<file path="src/sv/mit_pkg.sv">
// Shared types and constants for the merging interval table.
package mit_pkg;

	localparam int unsigned DATA_W = 32;
	localparam int unsigned COUNT_W = 7;
	localparam int unsigned IN_TDATA_W = 72;
	localparam int unsigned OUT_TDATA_W = 48;

	localparam logic [1:0] MODE_ADD = 2'd0;
	localparam logic [1:0] MODE_NEXT = 2'd1;
	localparam logic [1:0] MODE_PREV = 2'd2;

	localparam logic [1:0] STAT_OK = 2'd0;
	localparam logic [1:0] STAT_MISS = 2'd1;
	localparam logic [1:0] STAT_FULL = 2'd2;
	localparam logic [1:0] STAT_OVF = 2'd3;

	typedef enum logic [1:0] {
		OP_HOLD,
		OP_LOAD,
		OP_PREV,
		OP_NEXT
	} cell_op_t;

	typedef enum logic [2:0] {
		ST_IDLE,
		ST_CMP,
		ST_PRED,
		ST_ABSORB,
		ST_WRITE,
		ST_SHIFT,
		ST_DONE
	} state_t;

endpackage

</file>
<file path="src/sv/mit_cell.sv">
// One table cell: holds one range and compares its start with the broadcast key.
module mit_cell (
	input  logic                          clk,
	input  mit_pkg::cell_op_t             op,
	input  logic [mit_pkg::DATA_W-1:0]    load_start,
	input  logic [mit_pkg::DATA_W-1:0]    load_length,
	input  logic [mit_pkg::DATA_W-1:0]    prev_start,
	input  logic [mit_pkg::DATA_W-1:0]    prev_length,
	input  logic [mit_pkg::DATA_W-1:0]    next_start,
	input  logic [mit_pkg::DATA_W-1:0]    next_length,
	input  logic [mit_pkg::DATA_W-1:0]    key,
	output logic [mit_pkg::DATA_W-1:0]    start,
	output logic [mit_pkg::DATA_W-1:0]    length,
	output logic [mit_pkg::DATA_W:0]      end_pos,
	output logic                          lt,
	output logic                          le
);

	logic [mit_pkg::DATA_W-1:0] start_q;
	logic [mit_pkg::DATA_W-1:0] length_q;

	always_ff @(posedge clk) begin
		case (op)
			mit_pkg::OP_LOAD: begin
				start_q <= load_start;
				length_q <= load_length;
			end
			mit_pkg::OP_PREV: begin
				start_q <= prev_start;
				length_q <= prev_length;
			end
			mit_pkg::OP_NEXT: begin
				start_q <= next_start;
				length_q <= next_length;
			end
			default: begin
				start_q <= start_q;
				length_q <= length_q;
			end
		endcase
	end

	assign start = start_q;
	assign length = length_q;
	assign end_pos = {1'b0, start_q} + {1'b0, length_q};
	assign lt = start_q < key;
	assign le = start_q <= key;

endmodule
</file>
<file path="config.mk">
export PLATFORM = sky130hd
export DESIGN_NAME = mit_cell
export DESIGN_NICKNAME = d
export VERILOG_FILES = /design/src/sv/mit_pkg.sv /design/src/sv/mit_cell.sv
export SDC_FILE = /design/constraint.sdc
export NUM_CORES = 1
export LEC_CHECK = 0
export ABC_AREA = 1
export BUFFER_PORTS_ARGS = -buffer_cell sky130_fd_sc_hd__buf_2
export CORE_AREA = 2 2 128 130
export DETAILED_ROUTE_END_ITERATION = 10
export DIE_AREA = 0 0 130 132
export PLACE_DENSITY = 0.73
export SETUP_SLACK_MARGIN = 0.02
export SLEW_MARGIN = 15
export SYNTH_ARGS = -nofsm -noshare
export SYNTH_HDL_FRONTEND = slang
export SYNTH_SLANG_ARGS = --single-unit
</file>
<file path="constraint.sdc">
create_clock -name clk -period 2.08 [get_ports clk]
set_input_delay 0.208 -clock clk [delete_from_list [all_inputs] [get_ports clk]]
set_output_delay 0.208 -clock clk [all_outputs]
set_load 0.005 [all_outputs]
</file>
Word level (Yosys, flattened, before mapping)
Index checks and enable logic that the tools add are counted.
Word-level totals
  register bits: 64
  bits of input ports: 227
  word-level logic and storage cells: 11
Cells by class
  add/sub/neg operators: 1
  $lt $le $gt $ge: 2
  eq/ne operators: 3
  multiplexer cells: 2
  reduce and logical (&&, ||, !) cells: 1
Operator list (count)
  $pmux 32 s3: 2
  $add 32x32->33: 1
  $le 32x32->1: 1
  $lt 32x32->1: 1
  $eq 2x2->1 const B: 2
  $reduce_bool 3->1: 1
  $eq 2x1->1 const B: 1

Longest topological paths before layout
Gate-level depths: netlist of the first run.
  depth in word-level cells: 2
  depth in mapped cells: 14
  gate-level depth less buffers: 14

Worst setup path before layout of the first run
No wires, ideal clock.
  kind: reg2out
  start point: reg start_q, in the netlist start[0]
  end point: out end_pos[28] in the netlist's numbering
  data arrival time: 1.757 ns
  slack: 0.115 ns
  cell stages (with the launch flop): 13
  cell sequence: edfxtp_1 -> ha_1 -> fa_1 -> nand3_1 -> nand3_1 -> nand2_1 -> nand2_2 -> nand2_1 -> nand2_2 -> nand2_1 -> nand2_1 -> nand2_1 -> nand2_1
On the way
  longest elaborated chain between the ends: 1
Ends and longest elaborated chain
  start: declaration: RTL line mit_cell.sv:19  | logic [mit_pkg::DATA_W-1:0] start_q;
  start signal: assignment: RTL line mit_cell.sv:25  | start_q <= load_start;
  start signal: assignment: RTL line mit_cell.sv:29  | start_q <= prev_start;
  start signal: assignment: RTL line mit_cell.sv:33  | start_q <= next_start;
  $add 32x32->33: RTL line mit_cell.sv:45  | assign end_pos = {1'b0, start_q} + {1'b0, length_q};
  end: declaration: RTL line mit_cell.sv:14  | output logic [mit_pkg::DATA_W:0] end_pos,
No other way between the ends.

Worst setup path in the final report of the first run
  start point: reg length_q, in the netlist length[9]
  end point: out end_pos[30] in the netlist's numbering
On the way
  longest elaborated chain between the ends: 1
Ends and longest elaborated chain
  start: declaration: RTL line mit_cell.sv:20  | logic [mit_pkg::DATA_W-1:0] length_q;
  start signal: assignment: RTL line mit_cell.sv:26  | length_q <= load_length;
  start signal: assignment: RTL line mit_cell.sv:30  | length_q <= prev_length;
  start signal: assignment: RTL line mit_cell.sv:34  | length_q <= next_length;
  $add 32x32->33: RTL line mit_cell.sv:45
No other way between the ends.

==> results of run 1 <==
how the worst min path moves through the flow:
stage / startpoint / to / slack (ps) / depth (start not counted)
floorplan: prev_length[0] / length[0]$_DFFE_PP_ / 400 / 2
global placement: prev_length[16] / length[16]$_DFFE_PP_ / 490 / 3
detailed placement: prev_length[2] / length[2]$_DFFE_PP_ / 490 / 3
CTS: prev_length[2] / length[2]$_DFFE_PP_ / 130 / 3
global route: prev_start[3] / start[3]$_DFFE_PP_ / 140 / 3
finish: prev_start[30] / start[30]$_DFFE_PP_ / 150 / 3
state kept, by name, indices dropped and copies added, names as in the netlist:
name / flops
start: 32
length: 32
repair_timing:
item | CTS | global route
setup buffers | 26 | 17
pin swaps | 46 | 60
setup endpoints to repair | 32 | 33
resized for setup | 154 | 90
cloned | 0 | 0
cell type report:
class                   count  area share [%]
clock buffers              11            2.25
clock inverters             5           0.460
flip-flops and latches     64            18.6
multi-input cells         745            46.7
well taps                 216            2.62
repair buffers            419            23.5
inverters                 160            5.86
through the flow:
stage | cells | worst slack, ps | power [mW] | util, % | cell area (µm²)
2_1_floorplan | 996 | 115 | 3.37 | - | 6430
3_3_place_gp | 1565 | -58.2 | 4.79 | 55.1 | 8660
3_5_place_dp | 1565 | -97.1 | 4.82 | 55.1 | 8660
4_1_cts | 1606 | -287 | 6.93 | 62.8 | 9860
5_1_grt | 1620 | -507 | 7.90 | 65.8 | 10300
6_report | 1620 | -392 | 7.46 | 65.8 | 10300
layout by cell type (no fill, tap or decap), types with 3 or more instances in the layout:
| cell type | n |
|---|---|
| sky130_fd_sc_hd__nand3_1 | 143 |
| sky130_fd_sc_hd__edfxtp_1 | 64 |
| sky130_fd_sc_hd__nand3_2 | 12 |
| sky130_fd_sc_hd__buf_12 | 3 |
| sky130_fd_sc_hd__buf_4 | 79 |
| sky130_fd_sc_hd__buf_2 | 322 |
| sky130_fd_sc_hd__clkbuf_16 | 9 |
| sky130_fd_sc_hd__a21oi_1 | 19 |
| sky130_fd_sc_hd__xor2_1 | 7 |
| sky130_fd_sc_hd__nand2_2 | 58 |
| sky130_fd_sc_hd__buf_6 | 15 |
| sky130_fd_sc_hd__xor2_2 | 7 |
| sky130_fd_sc_hd__nand2_4 | 24 |
| sky130_fd_sc_hd__nand4_1 | 8 |
| sky130_fd_sc_hd__o21ai_0 | 3 |
| sky130_fd_sc_hd__inv_1 | 145 |
| sky130_fd_sc_hd__nand3_4 | 3 |
| sky130_fd_sc_hd__ha_1 | 34 |
| sky130_fd_sc_hd__inv_2 | 13 |
| sky130_fd_sc_hd__nor2_1 | 26 |
| sky130_fd_sc_hd__ha_4 | 29 |
| sky130_fd_sc_hd__nor2_4 | 8 |
| sky130_fd_sc_hd__a21oi_2 | 13 |
| sky130_fd_sc_hd__nor2_2 | 16 |
| sky130_fd_sc_hd__nand2_1 | 314 |
worst max-delay path, stage by stage (launching register included):
cell	delay [ps]
sky130_fd_sc_hd__edfxtp_1	500
sky130_fd_sc_hd__ha_4	280
sky130_fd_sc_hd__nand2_2	140
sky130_fd_sc_hd__inv_1	70
sky130_fd_sc_hd__nand2_1	80
sky130_fd_sc_hd__nand2_1	100
sky130_fd_sc_hd__a21oi_1	230
sky130_fd_sc_hd__nand2_2	130
sky130_fd_sc_hd__nand2_2	90
sky130_fd_sc_hd__nand2_1	50
sky130_fd_sc_hd__nand2_1	50
sky130_fd_sc_hd__nand2_1	60
sky130_fd_sc_hd__buf_2	130
synth_stat cells, types with 3 or more instances:
library cell / count
sky130_fd_sc_hd__edfxtp_1: 64
sky130_fd_sc_hd__nor3_1: 5
sky130_fd_sc_hd__clkbuf_1: 14
sky130_fd_sc_hd__nor2_2: 4
sky130_fd_sc_hd__buf_1: 4
sky130_fd_sc_hd__nor2_1: 46
sky130_fd_sc_hd__ha_1: 64
sky130_fd_sc_hd__inv_1: 160
sky130_fd_sc_hd__nand4_1: 8
sky130_fd_sc_hd__nand2_2: 11
sky130_fd_sc_hd__nand3_1: 157
sky130_fd_sc_hd__o21ai_0: 3
sky130_fd_sc_hd__xor2_1: 14
sky130_fd_sc_hd__nand2_1: 387
sky130_fd_sc_hd__a21oi_1: 33
sky130_fd_sc_hd__buf_2: 9
power groups by stage:
stage	clock network [mW]	registers (mW)	logic, mW
CTS	1.47	1.81	3.64
finish	1.46	1.82	4.17
global route	1.53	1.83	4.53
floorplan	0	1.75	1.62
detailed placement	0	1.78	3.04
global placement	0	1.78	3.01
cells by family (layout without fill, tap and decap cells):
group	Yosys count	in the layout
AO/OA/AOI/OAI	40	40
buffers and inverters	187	595
flip-flops	64	64
XOR/XNOR	15	15
AND/OR/NAND/NOR	625	625
adder cells (fa/ha/maj)	65	65
routing by layer:
layer  vias up  global-route usage, %  routed length (µm)
li1       3976                      -                   -
met1      3717                   38.8               10900
met2       420                   49.2               12700
met3        91                   5.48                1980
met4         0                   8.42                 980
met5         -                      0                   0
==> results.md, run 1 <==
- Maximum number of buffers from clock root to sink: 2
- Clock period minus worst slack: 2470 ps
- Kind of critical path: reg -> out
- Worst hold-check path type: in -> reg
- Area fraction of the dominant cell type after synthesis: around 30%
- CP Data Arrival Time: 2260 ps
- Number of design rule violations left after detail routing: 0
- Violations in the final reports: negative setup slack
- Slew at the pin closest to its max-slew limit: 669 ps
- Post-route ant nets: 0
- Switch Pwr: 3.01 mW
- Sequential element share of the synthesized area: 29.9%
- Total I/O pin count: 326
- GRT overflow: 0
- Fin nets: 1691
- Synthesized cell area: 6430 µm²
- Area share of xor/xnor cells in the synthesized design: under 10%
- Die X-Extent: approximately 130 µm
- Area used by sequential logic in the layout: 1920 µm²
- Largest net degree at the start of global routing: 65
- Relative max-transition margin: 55.4%
- Overall fraction of global-route tracks in use: 29.5%
- Average via count per standard cell: 5.06
- Cell area power density: slightly above 700 nW/µm²
- Fraction of final layout cells sized beyond drive strength 1: 44.7%
- Internal Power: 4.44 mW
- Required time at the worst-slack endpoint: 1870 ps
- Setup repair after global routing missed its margin: yes
- Routed wire per std cell: 16.4 µm
- Share of synthesized area spent on multiplexers: 0%
- Max-Cap Viols: 0
- Number of diodes added for antenna fixing: 0
- Number of global-route vias before repair: 7590
- Total of warnings raised by yosys: 0
- Final TNS setup: -8270 ps
- Crit path capture type: primary output
- Post-Synthesis Net Count: 1288
- Combinational cell fraction of total power: 56.0%
- Antenna violations before repair: 0
- Relative contribution of the clock network to total power: 19.6%
- Number of buffer cells added on primary ports: 325
- Peak Freq: 0.404 GHz
- Cells taking the most area after synthesis: sky130_fd_sc_hd__edfxtp_1 30%, sky130_fd_sc_hd__nand2_1 23%, sky130_fd_sc_hd__ha_1 12%
- Effective utilization at floorplan: 40.9%
- Clock-pin slew on the worst setup and hold paths: 60 ps
- Area growth from synthesis to final layout: 60.7%
- H-tree depth: 3
- Setup violators final: 32
- Via count: 8204
- Half-perimeter wire length after detailed placement: 20200 µm
- 1st-iter DRT viols: 639
- Dominant combinational cell family by area after synthesis: simple AND/OR/NAND/NOR gates
- Critical path startpoint category: flop
- CTS sink cnt: 64
- Floorplan die area: 17200 µm²
- Relative contribution of sequential cells to total power: about 24%
- Leak: 5.72 nW
- Worst-path maximum fanout: 5
- Weighted congestion reported at the end of routability-driven placement: between 0.9 and 1
- Tcrit/Tclk final: 119%
- Routed Wire Length: around 27000 µm
- Vertical die dimension: between 100 and 150 µm
- Area occupied by multi-input gates: 4820 µm²
- Total of fill cells in the finished design: 1298
- Async set-or-reset flop fraction in the synthesized netlist: 0%
- Capture point of the critical path: end_pos[30]
- First-pass detailed-route iteration total: 5
- CTS buffer count: 9
- Share of synthesized cell area in full adder, half adder and majority cells: 12.8%
- Number of hold violations in the final report: 0
- Root buf cell: sky130_fd_sc_hd__clkbuf_16
- Final number of max-transition violations: 0
- Placement Rows: 46
- Outcome: complete, but fails checks
- First-pass GRT wire length: ~39000 µm
- TritonCTS clock tree: yes
- Simple-gate area share of the yosys netlist: 40.9%
- VDD IR-drop max: 0.000419 V
- Critical Path Source: length[9]$_DFFE_PP_
- Yosys cell types: 26
- Syn avg cell area: ~6.5 µm²
- Cells after synthesis: 996
- Sw Share: between 40% and 50%
- Post-synth top area cell: sky130_fd_sc_hd__edfxtp_1
- Placeable core region: 15700 µm²
- Most used flip-flop cell after synthesis: sky130_fd_sc_hd__edfxtp_1
- Synth Area in Compound Gates: 3.27%
- Number of flops mapped to enable cells by yosys: 64
- Final critical-path setup slack: -392 ps
- Number of hold buffers added after cts: 0
- Final-layout worst hold slack: 146 ps
- Number of storage elements in the synthesis netlist: 64
No activity file was read; power rests on OpenSTA's default activity.
==> inputs of run 2 (changes only) <==
--- a/config.mk
+++ b/config.mk
@@ -12,6 +12,7 @@
 export DIE_AREA = 0 0 130 132
 export PLACE_DENSITY = 0.73
 export SETUP_SLACK_MARGIN = 0.02
+export SKIP_LAST_GASP = 1
 export SLEW_MARGIN = 15
 export SYNTH_ARGS = -nofsm -noshare
 export SYNTH_HDL_FRONTEND = slang
==> run 2 against run 1 <==
The run still ends with negative setup slack left. Clock power about the same. Die area unchanged. Combinational power down 1%. Utilization down 0.29 points. Non-clock buffer count down 2. Hold slack worse by 6.3 ps. First-iteration DRC count down 4.2%. Via count down 1.3%. Power down 0.99%. Clock-buffer cell count unchanged.
==> results.md, run 2 (synthesis gave the netlist of run 1 again) <==
- Outcome: complete, but fails checks
- Violations in the final reports: negative setup slack
- GRT overflow: 0 (unchanged)
- Half-perimeter wire length after detailed placement: 20200 µm (unchanged)
- Total of fill cells in the finished design: 1296 (-0.15%)
- Clock-pin slew on the worst setup and hold paths: 50 ps (about the same)
- Via count: 8097 (-1.3%)
- Peak Freq: 0.409 GHz (+1.2%)
- Placeable core region: 15700 µm² (unchanged)
- Total Power: 7.38 mW (-0.99%)
- Largest net degree at the start of global routing: 65 (unchanged)
- Weighted congestion reported at the end of routability-driven placement: 0.943 (unchanged)
- CTS buffer count: 9 (unchanged)
- Worst hold-check path type: in -> reg
- CTS sink cnt: 64 (unchanged)
- Routed Wire Length: 25900 µm (-2.3%)
- Final critical-path setup slack: -363 ps (+29.5 ps)
- TritonCTS clock tree: yes
- Clock period minus worst slack: 2440 ps (-29.5 ps)
- VDD IR-drop max: 0.000415 V (-1.1%)
- Worst-path maximum fanout: 4 (-1)
- Leak: 5.70 nW (-0.37%)
- Required time at the worst-slack endpoint: 1870 ps (about the same)
- CP Data Arrival Time: 2230 ps (-30 ps)
- Root buf cell: sky130_fd_sc_hd__clkbuf_16
- Cell area power density: 717 nW/µm² (-0.56%)
- Slew at the pin closest to its max-slew limit: 641 ps (-28.0 ps)
- Floorplan die area: 17200 µm² (unchanged)
- Final number of max-transition violations: 0 (unchanged)
- Overall fraction of global-route tracks in use: 29.4% (-0.059 points)
- First-pass detailed-route iteration total: 5 (unchanged)
- Crit path capture type: primary output
- Relative max-transition margin: 57.2% (+1.9 points)
- Kind of critical path: reg -> out
- Number of design rule violations left after detail routing: 0 (unchanged)
- Die X-Extent: 130 µm (unchanged)
- Maximum number of buffers from clock root to sink: 2 (unchanged)
- Max-Cap Viols: 0 (unchanged)
- Fraction of final layout cells sized beyond drive strength 1: 44.2% (-0.44 points)
- 1st-iter DRT viols: 612 (-4.2%)
- Setup repair after global routing missed its margin: yes
- Setup violators final: 32 (unchanged)
- Area growth from synthesis to final layout: 60.0%
- Critical path startpoint category: flop
- Number of diodes added for antenna fixing: 0 (unchanged)
- Placement Rows: 46 (unchanged)
- Post-route ant nets: 0 (unchanged)
- Fin nets: 1689 (-0.12%)
- Most common cell after layout, fill and taps aside: sky130_fd_sc_hd__buf_2
- First-pass GRT wire length: 38900 µm (-0.18%)
- Total I/O pin count: 326 (unchanged)
- Commonest cells after routing, fill and taps aside: 322 x sky130_fd_sc_hd__buf_2, 319 x sky130_fd_sc_hd__nand2_1, 147 x sky130_fd_sc_hd__inv_1
- Tcrit/Tclk final: 117% (-1.4 points)
- Number of global-route vias before repair: 7552 (-0.50%)
- H-tree depth: 3 (unchanged)
- Worst slack at placement: -97.1 ps (unchanged)
- Routed wire per std cell: 16.0 µm (-2.2%)
- Vertical die dimension: 132 µm (unchanged)
- Average via count per standard cell: 5.00 (-1.2%)
- Effective utilization at floorplan: 40.9% (unchanged)
- Number of hold violations in the final report: 0 (unchanged)
- Antenna violations before repair: 0 (unchanged)
- Number of buffer cells added on primary ports: 325 (unchanged)
-- run 2: stage by stage --
stage          setup TNS [ps]  std cells  cell area (µm²)  hold slack (ps)  utilization, %
4_1_cts                 -5800       1606             9840              133            62.6
6_report                -8090       1618            10300              139            65.5
3_5_place_dp             -260       1565             8660              487            55.1
5_1_grt                -10940       1618            10300              140            65.5
3_3_place_gp            -71.4       1565             8660              488            55.1
2_1_floorplan               0        996             6430              398               -
-- run 2: timing repair --
item,in CTS,in global routing
setup endpoints to repair,32,33
pin swaps,46,69
setup buffers,26,13
hold buffers,0,0
resized for setup,148,88
-- run 2: metal layers --
metal | vias up | part of all wire, % | global-route usage (%)
met5 | - | 0 | 0
met4 | 0 | 2.6 | 8.06
met3 | 57 | 8.1 | 5.44
met2 | 391 | 48 | 49.1
met1 | 3676 | 41 | 38.9
li1 | 3973 | - | -
-- run 2: critical path, cell delays in order, from the launching register on --
cell and delay (ps):
sky130_fd_sc_hd__edfxtp_1 400, sky130_fd_sc_hd__ha_2 220, sky130_fd_sc_hd__fa_2 420, sky130_fd_sc_hd__nand3_2 80, sky130_fd_sc_hd__nand3_2 80, sky130_fd_sc_hd__nand2_2 100, sky130_fd_sc_hd__nand2_4 80, sky130_fd_sc_hd__buf_4 150
sky130_fd_sc_hd__buf_6 110, sky130_fd_sc_hd__xor2_2 140, sky130_fd_sc_hd__buf_2 130
-- run 2: worst paths after layout --
kind              depth (start not counted)                   to                from
setup / recovery                         10           end_pos[8]  start[0]$_DFFE_PP_
hold / removal                            3  length[2]$_DFFE_PP_      prev_length[2]
-- run 2: layout make-up --
type	count	area [µm²]	share of cell area, %
clock buffer	11	233	2.26
clock inverter	5	47.5	0.462
inverter	160	611	5.93
multi-input combinational	745	4800	46.7
sequential	64	1920	18.7
tap	216	270	2.63
timing repair buffer	417	2400	23.3
-- run 2: report_power, final --
group	switching (mW)	internal [mW]
Clock	0.541	0.915
Sequential	0.199	1.62
Combinational	2.22	1.89
==> inputs of run 3 (changes only) <==
--- a/config.mk
+++ b/config.mk
@@ -7,10 +7,12 @@
 export LEC_CHECK = 0
 export ABC_AREA = 1
 export BUFFER_PORTS_ARGS = -buffer_cell sky130_fd_sc_hd__buf_2
-export CORE_AREA = 2 2 128 130
+export CELL_PAD_IN_SITES_DETAIL_PLACEMENT = 1
+export CELL_PAD_IN_SITES_GLOBAL_PLACEMENT = 1
+export CORE_MARGIN = 2
+export CORE_UTILIZATION = 31
 export DETAILED_ROUTE_END_ITERATION = 10
-export DIE_AREA = 0 0 130 132
-export PLACE_DENSITY = 0.73
+export PLACE_DENSITY_LB_ADDON = 0.1
 export SETUP_SLACK_MARGIN = 0.02
 export SKIP_LAST_GASP = 1
 export SLEW_MARGIN = 15
==> run 3 against run 2 <==
The run still ends with negative setup slack left. Critical endpoint is now end_pos[16]. Die area increased by 28%. Hold slack better by 6.8 ps. Clock-buffer cell count unchanged. Sequential share of layout area decreased by 0.52 points. Utilization decreased by 13 points. Setup slack worse by 44 ps. Combinational power increased by 5.6%. Sequential power is essentially flat. Final cell count grew 4.5%. Critical path depth did not move. Power up 3.1%.
==> results.md, run 3 (synthesis gave the netlist of run 1 again) <==
- Outcome: complete, but fails checks
- Violations in the final reports: negative setup slack
- Final design instance area without fill: 10600 µm² (+2.9%)
- Post-route ant nets: 0 (unchanged)
- Commonest cells after routing, fill and taps aside: 323 x sky130_fd_sc_hd__buf_2, 316 x sky130_fd_sc_hd__nand2_1, 147 x sky130_fd_sc_hd__inv_1
- Standard cell with the maximum stage delay on the critical path: sky130_fd_sc_hd__edfxtp_1
- Tcrit/Tclk final: 120% (+2.1 points)
- Total of fill cells in the finished design: 2688 (+110%)
- Final critical-path setup slack: -407 ps (-43.8 ps)
- Most common cell type on the critical path: sky130_fd_sc_hd__nand3_2
- Clock period minus worst slack: 2490 ps (+43.8 ps)
- Fraction of final layout cells sized beyond drive strength 1: 45.6% (+1.3 points)
- Share of the core filled with cells in the final layout: 52.1% (-13 points)
- Antenna violations before repair: 3 (+3)
- Crit path capture type: primary output
- Critical path startpoint category: flop
- Final instance count without filler cells: 1691 (+4.5%)
- Overall fraction of global-route tracks in use: 26.4% (-3.0 points)
- TritonCTS clock tree: yes
- First-pass detailed-route iteration total: 4 (-1)
- H-tree depth: 3 (unchanged)
- Final number of max-transition violations: 0 (unchanged)
- Clock-pin slew on the worst setup and hold paths: 60 ps (about the same)
- Number of hold violations in the final report: 0 (unchanged)
- Worst-path maximum fanout: 4 (unchanged)
- Die X-Extent: 148 µm (+14%)
- Cell area power density: 719 nW/µm² (+0.24%)
- Number of design rule violations left after detail routing: 0 (unchanged)
- First-pass GRT wire length: 44400 µm (+14%)
- Routed Wire Length: 30500 µm (+18%)
- Placed inst area: 8820 µm² (+1.9%)
- Floorplan die area: 21900 µm² (+28%)
- Largest net degree at the start of global routing: 65 (unchanged)
- Leak: 5.81 nW (+2.0%)
- Fin nets: 1705 (+0.95%)
- Relative max-transition margin: 52.0% (-5.2 points)
- Total I/O pin count: 326 (unchanged)
- Kind of critical path: reg -> out
- Worst hold-check path type: in -> reg
- Cell chain of the critical path: ha_2, fa_2, nand3_2, nand3_2, nand2_2, nand2_4, nand2_1, nand3b_1, xor2_1, buf_2
- VDD IR-drop max: 0.000444 V (+7.0%)
- Effective utilization at floorplan: 31.7% (-9.2 points)
- Max-Cap Viols: 0 (unchanged)
- GRT overflow: 0 (unchanged)
- Maximum number of buffers from clock root to sink: 2 (unchanged)
- Half-perimeter wire length after detailed placement: 24300 µm (+20%)
- Placement Rows: 52 (+13%)
- Routed wire per std cell: 18.0 µm (+13%)
- Placeable core region: 20300 µm² (+29%)
- Setup violators final: 31 (-3.1%)
- Final TNS setup: -8040 ps (+55.9 ps)
- Area growth from synthesis to final layout: 64.6%
- Root buf cell: sky130_fd_sc_hd__clkbuf_16
- Weighted congestion reported at the end of routability-driven placement: 0.874 (-7.4%)
- CTS sink cnt: 64 (unchanged)
- Most common cell after layout, fill and taps aside: sky130_fd_sc_hd__buf_2
- Peak Freq: 0.402 GHz (-1.8%)
- Number of buffer cells added on primary ports: 325 (unchanged)
- 1st-iter DRT viols: 317 (-48%)
- Average via count per standard cell: 4.78 (-4.5%)
- Setup repair after global routing missed its margin: yes
- Delay of the slowest cell on the worst path: 410 ps (about the same)
- Slew at the pin closest to its max-slew limit: 720 ps (+78.2 ps)
- Number of hold buffers added after cts: 0 (unchanged)
- Required time at the worst-slack endpoint: 1870 ps (about the same)
- Via count: 8083 (-0.17%)
- CTS buffer count: 9 (unchanged)
- Total placed cells including tap cells: 1633 (+4.3%)
- Number of global-route vias before repair: 8214 (+8.8%)
- CP Data Arrival Time: 2280 ps (+50 ps)
- Vertical die dimension: 148 µm (+12%)
==> run 3: metrics by stage <==
| step | setup slack (ps) | power [mW] | hold slack [ps] |
|---|---|---|---|
| after floorplan | 115 | 3.37 | 398 |
| after detailed placement | -118 | 5.00 | 492 |
| after CTS | -319 | 6.91 | 136 |
| final | -407 | 7.61 | 146 |
| after global routing | -486 | 8.09 | 153 |
| after global placement | -73.6 | 4.95 | 487 |
==> run 3: layer usage <==
metal | global-route usage, % | wire length [µm] | up-vias
met2 | 44.9 | 14800 | 239
li1 | - | - | 4009
met5 | 0 | 0 | -
met3 | 4.10 | 1370 | 47
met4 | 7.71 | 857 | 0
met1 | 34.8 | 13500 | 3788
==> run 3: critical path, delay by kind of cell (launching register included) <==
| family | cells | cell delay, ps |
|---|---|---|
| flip-flops | 1 | 410 |
| buffers and inverters | 1 | 150 |
| XOR/XNOR | 1 | 190 |
| AND/OR/NAND/NOR | 6 | 580 |
| adder cells (fa/ha/maj) | 2 | 600 |
==> run 3: what timing repair did <==
item                                    4_1_cts  5_1_grt
setup buffers                                13       32
endpoints found under the setup margin       33       33
hold endpoints to repair                      0        0
pin swaps                                    36       63
gates resized for setup                     102      166
==> run 3: layout make-up <==
cell class	instances	area (µm²)	share of cell area (%)
Sequential cell	64	1920	18.2
Inverter	160	606	5.72
Multi-Input combinational cell	745	4890	46.2
Tap cell	270	338	3.19
Clock buffer	11	233	2.20
Timing Repair Buffer	433	2540	24.0
Clock inverter	5	47.5	0.449
Antenna cell	3	7.51	0.0709
==> run 3: power breakdown <==
| part | internal, mW | leakage (nW) | switching, mW |
|---|---|---|---|
| Sequential | 1.62 | 0.660 | 0.189 |
| Combinational | 1.99 | 5.01 | 2.35 |
| Clock | 0.915 | 0.138 | 0.550 |
==> run 3: path summary, 6_finish.rpt <==
kind | from | endpoint | slack (ps) | cells past startpoint
max | length[0]$_DFFE_PP_ | end_pos[16] | -410 | 10
min | prev_start[17] | start[17]$_DFFE_PP_ | 150 | 3
